--- src/hdl/assert_macros.svh ---
// ----------------------------------------------------------------------------
// assert_macros.svh
// Shared concurrent assertion macros for the sender engine.
// ----------------------------------------------------------------------------
`ifndef ASSERT_MACROS_SVH
`define ASSERT_MACROS_SVH

// Check that a property holds at every clock edge out of reset.
`define TSWR_ASSERT(name, clk, rst_n, prop, msg) \
  name: assert property (@(posedge clk) disable iff (!rst_n) prop) else $error(msg);

// Check that a condition never holds out of reset.
`define TSWR_NEVER(name, clk, rst_n, cond, msg) \
  name: assert property (@(posedge clk) disable iff (!rst_n) !(cond)) else $error(msg);

`endif

--- src/hdl/tswr_pkg.sv ---
// ----------------------------------------------------------------------------
// tswr_pkg
// Types and constants shared by the TCP sender window/retransmit engine.
// ----------------------------------------------------------------------------
package tswr_pkg;

  localparam int unsigned QUEUE_DEPTH_DEF = 64;

  // Input item kinds
  localparam logic [2:0] KIND_WRITE = 3'd0;
  localparam logic [2:0] KIND_FILL  = 3'd1;
  localparam logic [2:0] KIND_ACK   = 3'd2;
  localparam logic [2:0] KIND_TICK  = 3'd3;
  localparam logic [2:0] KIND_EMPTY = 3'd4;

  // Configuration register indexes
  localparam logic [1:0] CFG_INITIAL_SEQNO   = 2'd0;
  localparam logic [1:0] CFG_INITIAL_TIMEOUT = 2'd1;
  localparam logic [1:0] CFG_MAX_PAYLOAD     = 2'd2;
  localparam logic [1:0] CFG_STREAM_CAPACITY = 2'd3;

  // Register reset values
  localparam logic [31:0] RST_INITIAL_SEQNO   = 32'd0;
  localparam logic [15:0] RST_INITIAL_TIMEOUT = 16'd1000;
  localparam logic [15:0] RST_MAX_PAYLOAD     = 16'd1000;
  localparam logic [31:0] RST_STREAM_CAPACITY = 32'd65535;

  typedef struct packed {
    logic [31:0] initial_seqno;
    logic [15:0] initial_timeout_ms;
    logic [15:0] max_payload;
    logic [31:0] stream_capacity;
  } cfg_t;

  // One outstanding segment
  typedef struct packed {
    logic [47:0] start;
    logic        fin;
    logic        syn;
    logic [15:0] len;
  } seg_entry_t;

  // One result item
  typedef struct packed {
    logic        seg_valid;
    logic [31:0] seqno;
    logic [47:0] stream_offset;
    logic [15:0] payload_len;
    logic        syn_flag;
    logic        fin_flag;
    logic        retransmit;
    logic        last;
    logic [16:0] in_flight;
    logic [15:0] retx_count;
  } res_t;

endpackage

--- src/hdl/tswr_ctrl.sv ---
// ----------------------------------------------------------------------------
// tswr_ctrl
// Sequencer: sequence-space state, fill/ack/tick handling, descriptor readout.
// ----------------------------------------------------------------------------
`include "assert_macros.svh"

module tswr_ctrl #(
  parameter  int unsigned DEPTH = tswr_pkg::QUEUE_DEPTH_DEF,
  localparam int unsigned AW    = $clog2(DEPTH)
) (
  input  logic                   clk_i,
  input  logic                   rst_ni,
  input  tswr_pkg::cfg_t         cfg_i,
  input  logic                   in_valid_i,
  output logic                   in_ready_o,
  input  logic [2:0]             kind_i,
  input  logic [15:0]            write_count_i,
  input  logic                   write_end_i,
  input  logic [31:0]            ack_number_i,
  input  logic [15:0]            window_advert_i,
  input  logic [31:0]            elapsed_ms_i,
  output logic                   res_valid_o,
  output tswr_pkg::res_t         res_o,
  input  logic                   res_ready_i,
  output logic                   mem_we_o,
  output logic [AW-1:0]          mem_waddr_o,
  output tswr_pkg::seg_entry_t   mem_wdata_o,
  output logic                   mem_re_o,
  output logic [AW-1:0]          mem_raddr_o,
  input  tswr_pkg::seg_entry_t   mem_rdata_i
);
  import tswr_pkg::*;

  localparam int unsigned CW = $clog2(DEPTH + 1);
  localparam logic [CW:0]   DEPTH_W = (CW + 1)'(DEPTH);
  localparam logic [CW-1:0] DEPTH_C = CW'(DEPTH);

  localparam logic [3:0] ST_IDLE     = 4'd0;
  localparam logic [3:0] ST_WR       = 4'd1;
  localparam logic [3:0] ST_FILL     = 4'd2;
  localparam logic [3:0] ST_ACK_DIFF = 4'd3;
  localparam logic [3:0] ST_ACK_ABS  = 4'd4;
  localparam logic [3:0] ST_POP_RD   = 4'd5;
  localparam logic [3:0] ST_POP_CHK  = 4'd6;
  localparam logic [3:0] ST_ACK_END  = 4'd7;
  localparam logic [3:0] ST_TICK_ADD = 4'd8;
  localparam logic [3:0] ST_TICK_CHK = 4'd9;
  localparam logic [3:0] ST_DR_RD    = 4'd10;
  localparam logic [3:0] ST_DR_OUT   = 4'd11;
  localparam logic [3:0] ST_EMPTY    = 4'd12;
  localparam logic [3:0] ST_STATUS   = 4'd13;
  localparam logic [3:0] ST_FILL_END = 4'd14;

  function automatic logic [AW-1:0] idx_add(input logic [AW-1:0] a, input logic [CW-1:0] b);
    logic [CW:0] s;
    s = (CW + 1)'(a) + (CW + 1)'(b);
    if (s >= DEPTH_W) s = s - DEPTH_W;
    return s[AW-1:0];
  endfunction

  logic [3:0]  state_q, state_d;
  logic [15:0] wr_cnt_q, wr_cnt_d;
  logic        wr_end_q, wr_end_d;
  logic [31:0] ack_q, ack_d;
  logic [15:0] adv_q, adv_d;
  logic [31:0] elapsed_q, elapsed_d;
  logic [31:0] buf_q, buf_d;
  logic        ended_q, ended_d;
  logic [47:0] next_q, next_d;
  logic [16:0] out_q, out_d;
  logic [15:0] win_q, win_d;
  logic        syn_sent_q, syn_sent_d;
  logic        fin_sent_q, fin_sent_d;
  logic [31:0] timer_q, timer_d;
  logic [31:0] timeout_q, timeout_d;
  logic [15:0] retx_q, retx_d;
  logic [AW-1:0] head_q, head_d;
  logic [CW-1:0] count_q, count_d;
  logic [31:0] diff_q, diff_d;
  logic [47:0] abs_q, abs_d;
  logic [CW-1:0] nemit_q, nemit_d;
  logic [AW-1:0] first_q, first_d;
  logic [AW-1:0] ptr_q, ptr_d;
  logic [CW-1:0] left_q, left_d;
  logic        rflag_q, rflag_d;

  // Fill step terms
  logic [16:0] f_win, f_room;
  logic        f_syn, f_fin, f_go, f_brk;
  logic [15:0] f_pay;
  logic [16:0] f_len;
  logic [AW-1:0] tail;
  // Other datapath terms
  logic [31:0] w_space, w_add;
  logic [32:0] a_back, t_sum;
  logic [16:0] p_len;
  logic [48:0] p_end;

  assign tail = idx_add(head_q, count_q);

  always_comb begin
    f_win  = (win_q == 16'd0) ? 17'd1 : {1'b0, win_q};
    f_syn  = !syn_sent_q;
    f_room = f_win - out_q - {16'd0, f_syn};
    f_pay  = cfg_i.max_payload;
    if ({15'd0, f_room} < {16'd0, f_pay}) f_pay = f_room[15:0];
    if (buf_q < {16'd0, f_pay}) f_pay = buf_q[15:0];
    f_fin  = !fin_sent_q && ended_q && (buf_q == {16'd0, f_pay}) &&
             (f_room > {1'b0, f_pay});
    f_brk  = (f_pay == 16'd0) && !f_syn && !f_fin;
    f_go   = (f_win > out_q) && (count_q != DEPTH_C) && !f_brk;
    f_len  = {1'b0, f_pay} + {16'd0, f_syn} + {16'd0, f_fin};
  end

  always_comb begin
    w_space = (cfg_i.stream_capacity > buf_q) ? cfg_i.stream_capacity - buf_q : 32'd0;
    w_add   = ({16'd0, wr_cnt_q} < w_space) ? {16'd0, wr_cnt_q} : w_space;
    a_back  = 33'h1_0000_0000 - {1'b0, diff_q};
    t_sum   = {1'b0, timer_q} + {1'b0, elapsed_q};
    p_len   = {1'b0, mem_rdata_i.len} + {16'd0, mem_rdata_i.syn} +
              {16'd0, mem_rdata_i.fin};
    p_end   = {1'b0, mem_rdata_i.start} + {32'd0, p_len};
  end

  // Next-state logic
  always_comb begin
    state_d    = state_q;
    wr_cnt_d   = wr_cnt_q;
    wr_end_d   = wr_end_q;
    ack_d      = ack_q;
    adv_d      = adv_q;
    elapsed_d  = elapsed_q;
    buf_d      = buf_q;
    ended_d    = ended_q;
    next_d     = next_q;
    out_d      = out_q;
    win_d      = win_q;
    syn_sent_d = syn_sent_q;
    fin_sent_d = fin_sent_q;
    timer_d    = timer_q;
    timeout_d  = timeout_q;
    retx_d     = retx_q;
    head_d     = head_q;
    count_d    = count_q;
    diff_d     = diff_q;
    abs_d      = abs_q;
    nemit_d    = nemit_q;
    first_d    = first_q;
    ptr_d      = ptr_q;
    left_d     = left_q;
    rflag_d    = rflag_q;
    in_ready_o = (state_q == ST_IDLE);
    mem_we_o   = 1'b0;
    mem_waddr_o = tail;
    mem_wdata_o = '{start: next_q, fin: f_fin, syn: f_syn, len: f_pay};
    mem_re_o   = 1'b0;
    mem_raddr_o = head_q;
    res_valid_o = 1'b0;
    res_o      = '0;
    res_o.in_flight  = out_q;
    res_o.retx_count = retx_q;

    case (state_q)
      ST_IDLE: begin
        if (in_valid_i) begin
          wr_cnt_d  = write_count_i;
          wr_end_d  = write_end_i;
          ack_d     = ack_number_i;
          adv_d     = window_advert_i;
          elapsed_d = elapsed_ms_i;
          nemit_d   = '0;
          case (kind_i)
            KIND_WRITE: state_d = ST_WR;
            KIND_FILL:  state_d = ST_FILL;
            KIND_ACK:   state_d = ST_ACK_DIFF;
            KIND_TICK:  state_d = ST_TICK_ADD;
            KIND_EMPTY: state_d = ST_EMPTY;
            default:    state_d = ST_STATUS;
          endcase
        end
      end
      ST_WR: begin
        if (!ended_q) buf_d = buf_q + w_add;
        if (wr_end_q) ended_d = 1'b1;
        state_d = ST_STATUS;
      end
      ST_FILL: begin
        // Emit one segment a cycle into the queue
        if (!f_go) begin
          state_d = ST_FILL_END;
        end else begin
          mem_we_o   = 1'b1;
          syn_sent_d = 1'b1;
          if (f_fin) fin_sent_d = 1'b1;
          if (count_q == '0) begin
            timer_d   = 32'd0;
            timeout_d = {16'd0, cfg_i.initial_timeout_ms};
          end
          if (nemit_q == '0) first_d = tail;
          nemit_d = nemit_q + CW'(1);
          count_d = count_q + CW'(1);
          out_d   = out_q + f_len;
          next_d  = next_q + {31'd0, f_len};
          buf_d   = buf_q - {16'd0, f_pay};
          if (f_fin) state_d = ST_FILL_END;
        end
      end
      ST_FILL_END: begin
        if (nemit_q == '0) begin
          state_d = ST_STATUS;
        end else begin
          ptr_d   = first_q;
          left_d  = nemit_q;
          rflag_d = 1'b0;
          state_d = ST_DR_RD;
        end
      end
      ST_ACK_DIFF: begin
        diff_d  = ack_q - (cfg_i.initial_seqno + next_q[31:0]);
        state_d = ST_ACK_ABS;
      end
      ST_ACK_ABS: begin
        // Unwrap the ack; drop acks ahead of the next sequence number or before the initial sequence number
        if (diff_q == 32'd0) begin
          abs_d   = next_q;
          state_d = ST_POP_RD;
        end else if (!diff_q[31]) begin
          state_d = ST_STATUS;
        end else if ({15'd0, a_back} > next_q) begin
          state_d = ST_STATUS;
        end else begin
          abs_d   = next_q - {15'd0, a_back};
          state_d = ST_POP_RD;
        end
      end
      ST_POP_RD: begin
        if (count_q == '0) begin
          state_d = ST_ACK_END;
        end else begin
          mem_re_o = 1'b1;
          state_d  = ST_POP_CHK;
        end
      end
      ST_POP_CHK: begin
        // Pop the head segment if the ack covers it
        if ({1'b0, abs_q} < p_end) begin
          state_d = ST_ACK_END;
        end else begin
          out_d     = out_q - p_len;
          head_d    = idx_add(head_q, CW'(1));
          count_d   = count_q - CW'(1);
          timer_d   = 32'd0;
          timeout_d = {16'd0, cfg_i.initial_timeout_ms};
          state_d   = ST_POP_RD;
        end
      end
      ST_ACK_END: begin
        retx_d  = 16'd0;
        win_d   = adv_q;
        state_d = ST_FILL;
      end
      ST_TICK_ADD: begin
        timer_d = t_sum[32] ? 32'hFFFF_FFFF : t_sum[31:0];
        state_d = ST_TICK_CHK;
      end
      ST_TICK_CHK: begin
        // Resend the oldest segment on expiry and back off unless the window is zero
        if ((count_q != '0) && (timer_q >= timeout_q)) begin
          mem_re_o = 1'b1;
          timer_d  = 32'd0;
          if (win_q != 16'd0) begin
            timeout_d = timeout_q[31] ? 32'hFFFF_FFFF : {timeout_q[30:0], 1'b0};
          end
          if (retx_q != 16'hFFFF) retx_d = retx_q + 16'd1;
          ptr_d   = head_q;
          left_d  = CW'(1);
          rflag_d = 1'b1;
          state_d = ST_DR_OUT;
        end else begin
          state_d = ST_STATUS;
        end
      end
      ST_DR_RD: begin
        mem_re_o    = 1'b1;
        mem_raddr_o = ptr_q;
        state_d     = ST_DR_OUT;
      end
      ST_DR_OUT: begin
        res_valid_o         = 1'b1;
        res_o.seg_valid     = 1'b1;
        res_o.seqno         = cfg_i.initial_seqno + mem_rdata_i.start[31:0];
        res_o.stream_offset = mem_rdata_i.syn ? mem_rdata_i.start :
                              (mem_rdata_i.start == 48'd0) ? 48'd0 :
                              mem_rdata_i.start - 48'd1;
        res_o.payload_len   = mem_rdata_i.len;
        res_o.syn_flag      = mem_rdata_i.syn;
        res_o.fin_flag      = mem_rdata_i.fin;
        res_o.retransmit    = rflag_q;
        res_o.last          = (left_q == CW'(1));
        if (res_ready_i) begin
          ptr_d   = idx_add(ptr_q, CW'(1));
          left_d  = left_q - CW'(1);
          state_d = (left_q == CW'(1)) ? ST_IDLE : ST_DR_RD;
        end
      end
      ST_EMPTY: begin
        res_valid_o         = 1'b1;
        res_o.seg_valid     = 1'b1;
        res_o.seqno         = cfg_i.initial_seqno + next_q[31:0];
        res_o.stream_offset = (next_q == 48'd0) ? 48'd0 : next_q - 48'd1;
        res_o.last          = 1'b1;
        if (res_ready_i) state_d = ST_IDLE;
      end
      ST_STATUS: begin
        res_valid_o = 1'b1;
        res_o.last  = 1'b1;
        if (res_ready_i) state_d = ST_IDLE;
      end
      default: state_d = ST_IDLE;
    endcase
  end

  // Control and sequence-space state
  always_ff @(posedge clk_i or negedge rst_ni) begin
    if (!rst_ni) begin
      state_q    <= ST_IDLE;
      buf_q      <= 32'd0;
      ended_q    <= 1'b0;
      next_q     <= 48'd0;
      out_q      <= 17'd0;
      win_q      <= 16'd1;
      syn_sent_q <= 1'b0;
      fin_sent_q <= 1'b0;
      timer_q    <= 32'd0;
      timeout_q  <= {16'd0, RST_INITIAL_TIMEOUT};
      retx_q     <= 16'd0;
      head_q     <= '0;
      count_q    <= '0;
      nemit_q    <= '0;
      left_q     <= '0;
    end else begin
      state_q    <= state_d;
      buf_q      <= buf_d;
      ended_q    <= ended_d;
      next_q     <= next_d;
      out_q      <= out_d;
      win_q      <= win_d;
      syn_sent_q <= syn_sent_d;
      fin_sent_q <= fin_sent_d;
      timer_q    <= timer_d;
      timeout_q  <= timeout_d;
      retx_q     <= retx_d;
      head_q     <= head_d;
      count_q    <= count_d;
      nemit_q    <= nemit_d;
      left_q     <= left_d;
    end
  end

  // Item payload and scratch values
  always_ff @(posedge clk_i) begin
    wr_cnt_q  <= wr_cnt_d;
    wr_end_q  <= wr_end_d;
    ack_q     <= ack_d;
    adv_q     <= adv_d;
    elapsed_q <= elapsed_d;
    diff_q    <= diff_d;
    abs_q     <= abs_d;
    first_q   <= first_d;
    ptr_q     <= ptr_d;
    rflag_q   <= rflag_d;
  end

  `TSWR_ASSERT(a_count_bound, clk_i, rst_ni, count_q <= DEPTH_C, "queue count overflow")
  `TSWR_ASSERT(a_empty_idle, clk_i, rst_ni, (count_q == '0) |-> (out_q == 17'd0),
               "bytes in flight with empty queue")
  `TSWR_NEVER(a_drain_left, clk_i, rst_ni, (state_q == ST_DR_OUT) && (left_q == '0),
              "readout with nothing left")

endmodule

--- config.mk ---
export PLATFORM = sky130hd
export DESIGN_NAME = tswr_ctrl
export DESIGN_NICKNAME = d
export VERILOG_FILES = /design/src/hdl/tswr_pkg.sv /design/src/hdl/tswr_ctrl.sv
export VERILOG_INCLUDE_DIRS = /design/src /design/src/hdl
export SDC_FILE = /design/constraint.sdc
export NUM_CORES = 2
export LEC_CHECK = 0
export ABC_AREA = 1
export CORE_UTILIZATION = 40
export CTS_CLUSTER_SIZE = 8
export DETAILED_ROUTE_END_ITERATION = 10
export DONT_BUFFER_PORTS = 1
export RECOVER_POWER = 100
export SKIP_LAST_GASP = 1
export SYNTH_ARGS = -nofsm -noshare
export SYNTH_HDL_FRONTEND = slang
export SYNTH_SLANG_ARGS = --single-unit
--- constraint.sdc ---
create_clock -name clk_i -period 32 [get_ports clk_i]
set_input_delay 1.6 -clock clk_i [delete_from_list [all_inputs] [get_ports clk_i]]
set_output_delay 1.6 -clock clk_i [all_outputs]
set_load 0.05 [all_outputs]
==> metrics.txt <==
# TYPE chip_impl_metric gauge
chip_impl_metric{name="io_pins",unit=""} 482
chip_impl_metric{name="dp_hpwl",unit="um"} 126000
chip_impl_info{name="yosys-top-cells-count",value="1115 x nand2_1, 808 x inv_1, 587 x nor2_1"} 1
chip_impl_metric{name="cp_data_required_time",unit="ps"} 30400
chip_impl_info{name="worst_path_most_repeated_cell",value="nand2_1"} 1
chip_impl_metric{name="max_slew_margin",unit=""} -1.25
chip_impl_metric{name="synth_enable_flop_cells",unit=""} 190
chip_impl_metric{name="grt-ovfl-total",unit=""} 0
chip_impl_metric{name="grt_pass1_wl",unit="um"} 233000
chip_impl_metric{name="finalSetupViolCount",unit=""} 0
chip_impl_metric{name="ys_seq_elements",unit=""} 417
chip_impl_info{name="ys.flop_type",value="dfrtp_1"} 1
chip_impl_metric{name="asyncSetResetFlopFracSynth",unit=""} 0.544
chip_impl_metric{name="clock.fmax",unit="MHz"} 58.1
chip_impl_metric{name="design.die.area",unit="um2"} 106000
chip_impl_metric{name="final.fill_count",unit=""} 10853
chip_impl_metric{name="post_cts_setup_driven_buffer_insertion_count",unit=""} 0
chip_impl_info{name="failing_checks",value="max-capacitance violations, max-slew violations"} 1
chip_impl_metric{name="die_y",unit="um"} 326
chip_impl_metric{name="ys_seq_area_frac",unit=""} 0.271
chip_impl_metric{name="cts.htree.levels",unit=""} 2
chip_impl_metric{name="worst-path-max-fanout",unit=""} 34
chip_impl_info{name="outcome",value="complete, but fails checks"} 1
chip_impl_metric{name="cts_inserted_buffers",unit=""} 61
chip_impl_info{name="clk_root_buffer_cell",value="clkbuf_16"} 1
chip_impl_metric{name="gp_weighted_congestion",unit=""} 1.01
chip_impl_metric{name="detail_route.first_pass.iterations",unit=""} 6
chip_impl_metric{name="timing.max_cap.violations",unit=""} 42
chip_impl_metric{name="final_stage_net_count",unit=""} 6696
chip_impl_metric{name="finalMaxSlewViolations",unit=""} 675
chip_impl_info{name="setup.worst_path.end_class",value="output port"} 1
chip_impl_info{name="timing.critical_path.from_type",value="flip-flop"} 1
chip_impl_metric{name="numClockSinks",unit=""} 417
chip_impl_metric{name="dr_total_vias",unit=""} 40570
chip_impl_metric{name="grt_usage",unit=""} 0.283
chip_impl_metric{name="postCtsResizedCells",unit=""} 0
chip_impl_metric{name="synth_cells",unit=""} 5860
chip_impl_metric{name="layout-area-overhead-vs-synth",unit="%"} 8.28
chip_impl_info{name="setup_repair_after_global_routing_missed_its_margin",value="false"} 1
chip_impl_metric{name="min_delay_path_depth",unit=""} 2
chip_impl_metric{name="post_synth_num_cell_types",unit=""} 70
chip_impl_metric{name="clock_tree.buffer_depth",unit=""} 3
chip_impl_metric{name="core_footprint",unit="um2"} 104000
chip_impl_metric{name="postCtsHoldBufs",unit=""} 0
chip_impl_metric{name="worst_path_largest_cell_delay",unit="ps"} 2350
chip_impl_metric{name="ant_nets",unit=""} 0
chip_impl_metric{name="post_drt_wl_per_cell",unit="um"} 21.1
chip_impl_metric{name="floorplan.die.width",unit="um"} 326
chip_impl_metric{name="worstSkewPairLatency",unit="ps"} 700
chip_impl_metric{name="fin_setup_tns",unit="ps"} 0
chip_impl_metric{name="min_period",unit="ps"} 17220
chip_impl_info{name="yosys-top-cells-area",value="ha_1 15%, edfxtp_1 14%, dfrtp_1 13%"} 1
chip_impl_metric{name="final_hold_viol_count",unit=""} 0
chip_impl_metric{name="drt_first_iter_violations",unit=""} 3023
chip_impl_info{name="cts_tree",value="built"} 1
chip_impl_metric{name="postRouteWirelength",unit="um"} 155000
chip_impl_metric{name="placement_rows",unit=""} 118
chip_impl_metric{name="yosys_warnings",unit=""} 0
chip_impl_info{name="synth.largest_area_cell",value="ha_1"} 1
chip_impl_metric{name="yosys.area.top_type_share",unit=""} 0.148
chip_impl_info{name="min-delay-path-class",value="flip-flop to flip-flop"} 1
chip_impl_metric{name="syn-cell-area",unit="um2"} 42000
chip_impl_metric{name="final.period_utilization",unit=""} 0.538
chip_impl_metric{name="fin_skew",unit="ps"} 48.5
chip_impl_metric{name="initial_utilization",unit=""} 0.405
chip_impl_info{name="synthMostInstantiatedCell",value="nand2_1"} 1
chip_impl_metric{name="fraction_of_layout_cells_with_a_size_suffix_above_1",unit=""} 0.0272
chip_impl_metric{name="grt_pass1_vias",unit=""} 38759
chip_impl_metric{name="worst_margin_pin_slew",unit="ps"} 3380
chip_impl_metric{name="largest_net_degree_at_the_start_of_global_routing",unit=""} 228
chip_impl_metric{name="initial_antenna_violation_count",unit=""} 7
chip_impl_metric{name="drt_drc_violations_left",unit=""} 0
chip_impl_metric{name="syn-mean-instance-area",unit="um2"} 7.17
chip_impl_info{name="timing_worst_setup_path_type",value="flip-flop to output port"} 1
chip_impl_metric{name="detail_route.vias_per_cell",unit=""} 5.52
chip_impl_metric{name="critPathArrivalTime",unit="ps"} 15620
chip_impl_metric{name="portbufs",unit=""} 0
chip_impl_metric{name="worst_setup_hold_path_clk_slew",unit="ps"} 60
chip_impl_metric{name="worst_r2r_path_depth",unit=""} 44
chip_impl_info{name="worst_path_max_delay_cell",value="o21ai_0"} 1
## critical path, delay by kind of cell, from the launching register on
family	cells	cell delay [ps]
xor gates and xnor gates	1	300
and+or+nand+nor	23	5280
DFF	1	360
AOI/OAI and AO/OA	7	3670
buffers and inverters	6	3540
adders and majority gates	5	1710
## flip-flops by register name, indices dropped and copies added (netlist names), 17 cells and up
signal     cells
diff_q        32
out_q         17
ack_q         32
buf_q         32
timer_q       32
next_q        48
timeout_q     32
elapsed_q     32
abs_q         48
## routing by layer
layer  part of all wire  track usage  vias up
met2               0.46        0.470     1430
met4              0.039       0.0969       10
met5            0.00037            0        -
li1                   -            -    19918
met3              0.088       0.0723      281
met1               0.42        0.356    18931
## worst paths after layout
check                                 to  slack, ps        from
setup / recovery                mem_we_o      14780  syn_sent_q
hold / removal                 win_q[10]        450   adv_q[10]
setup reg to reg              first_q[0]      14980  syn_sent_q
hold reg to reg                win_q[10]        450   adv_q[10]
max in group asynchronous       buf_q[8]      30550      rst_ni
min in group asynchronous  timeout_q[10]        590      rst_ni
## area by class of cell
cell class	count	area, um2	area share
diodes	3	7.51	0.000165
clock inverters	7	110	0.00242
flip-flops and latches	417	11400	0.251
well taps	1380	1730	0.0380
repair buffers	110	503	0.0111
clock buffers	103	1700	0.0375
inverters	820	3080	0.0677
multi-input cells	4505	27000	0.593
## layout by cell type, fill, tap and decap left out, types with 126 or more instances in the layout
cell type	count
nand2_1	1125
inv_1	812
nor2_1	585
o21ai_0	532
ha_1	498
a21oi_1	464
xor2_1	285
dfrtp_1	220
nand3_1	210
edfxtp_1	190
clkbuf_1	126
## kinds of logic after synthesis
| kind of cell | synth area share |
|---|---|
| flip-flops | 0.271 |
| AO/OA/AOI/OAI | 0.172 |
| buffers and inverters | 0.0873 |
| XOR/XNOR | 0.0851 |
| other | 0.0000893 |
| adder cells (fa/ha/maj) | 0.156 |
| AND/OR/NAND/NOR | 0.228 |
## through the flow
stage	worst slack [ps]	hold WS (ps)	utilization	cells	area [um2]
finish	14780	451	0.438	7345	45500
global route	13720	457	0.438	7343	45500
CTS	18950	440	0.443	7342	46000
detailed placement	19030	443	0.426	7232	44200
global placement	19460	456	0.426	7232	44200
floorplan	20680	426	-	5874	42100
Power is left out: the tool's default activity adds up to more than one toggle a clock period on the data nets, which glitch-free logic cannot reach.
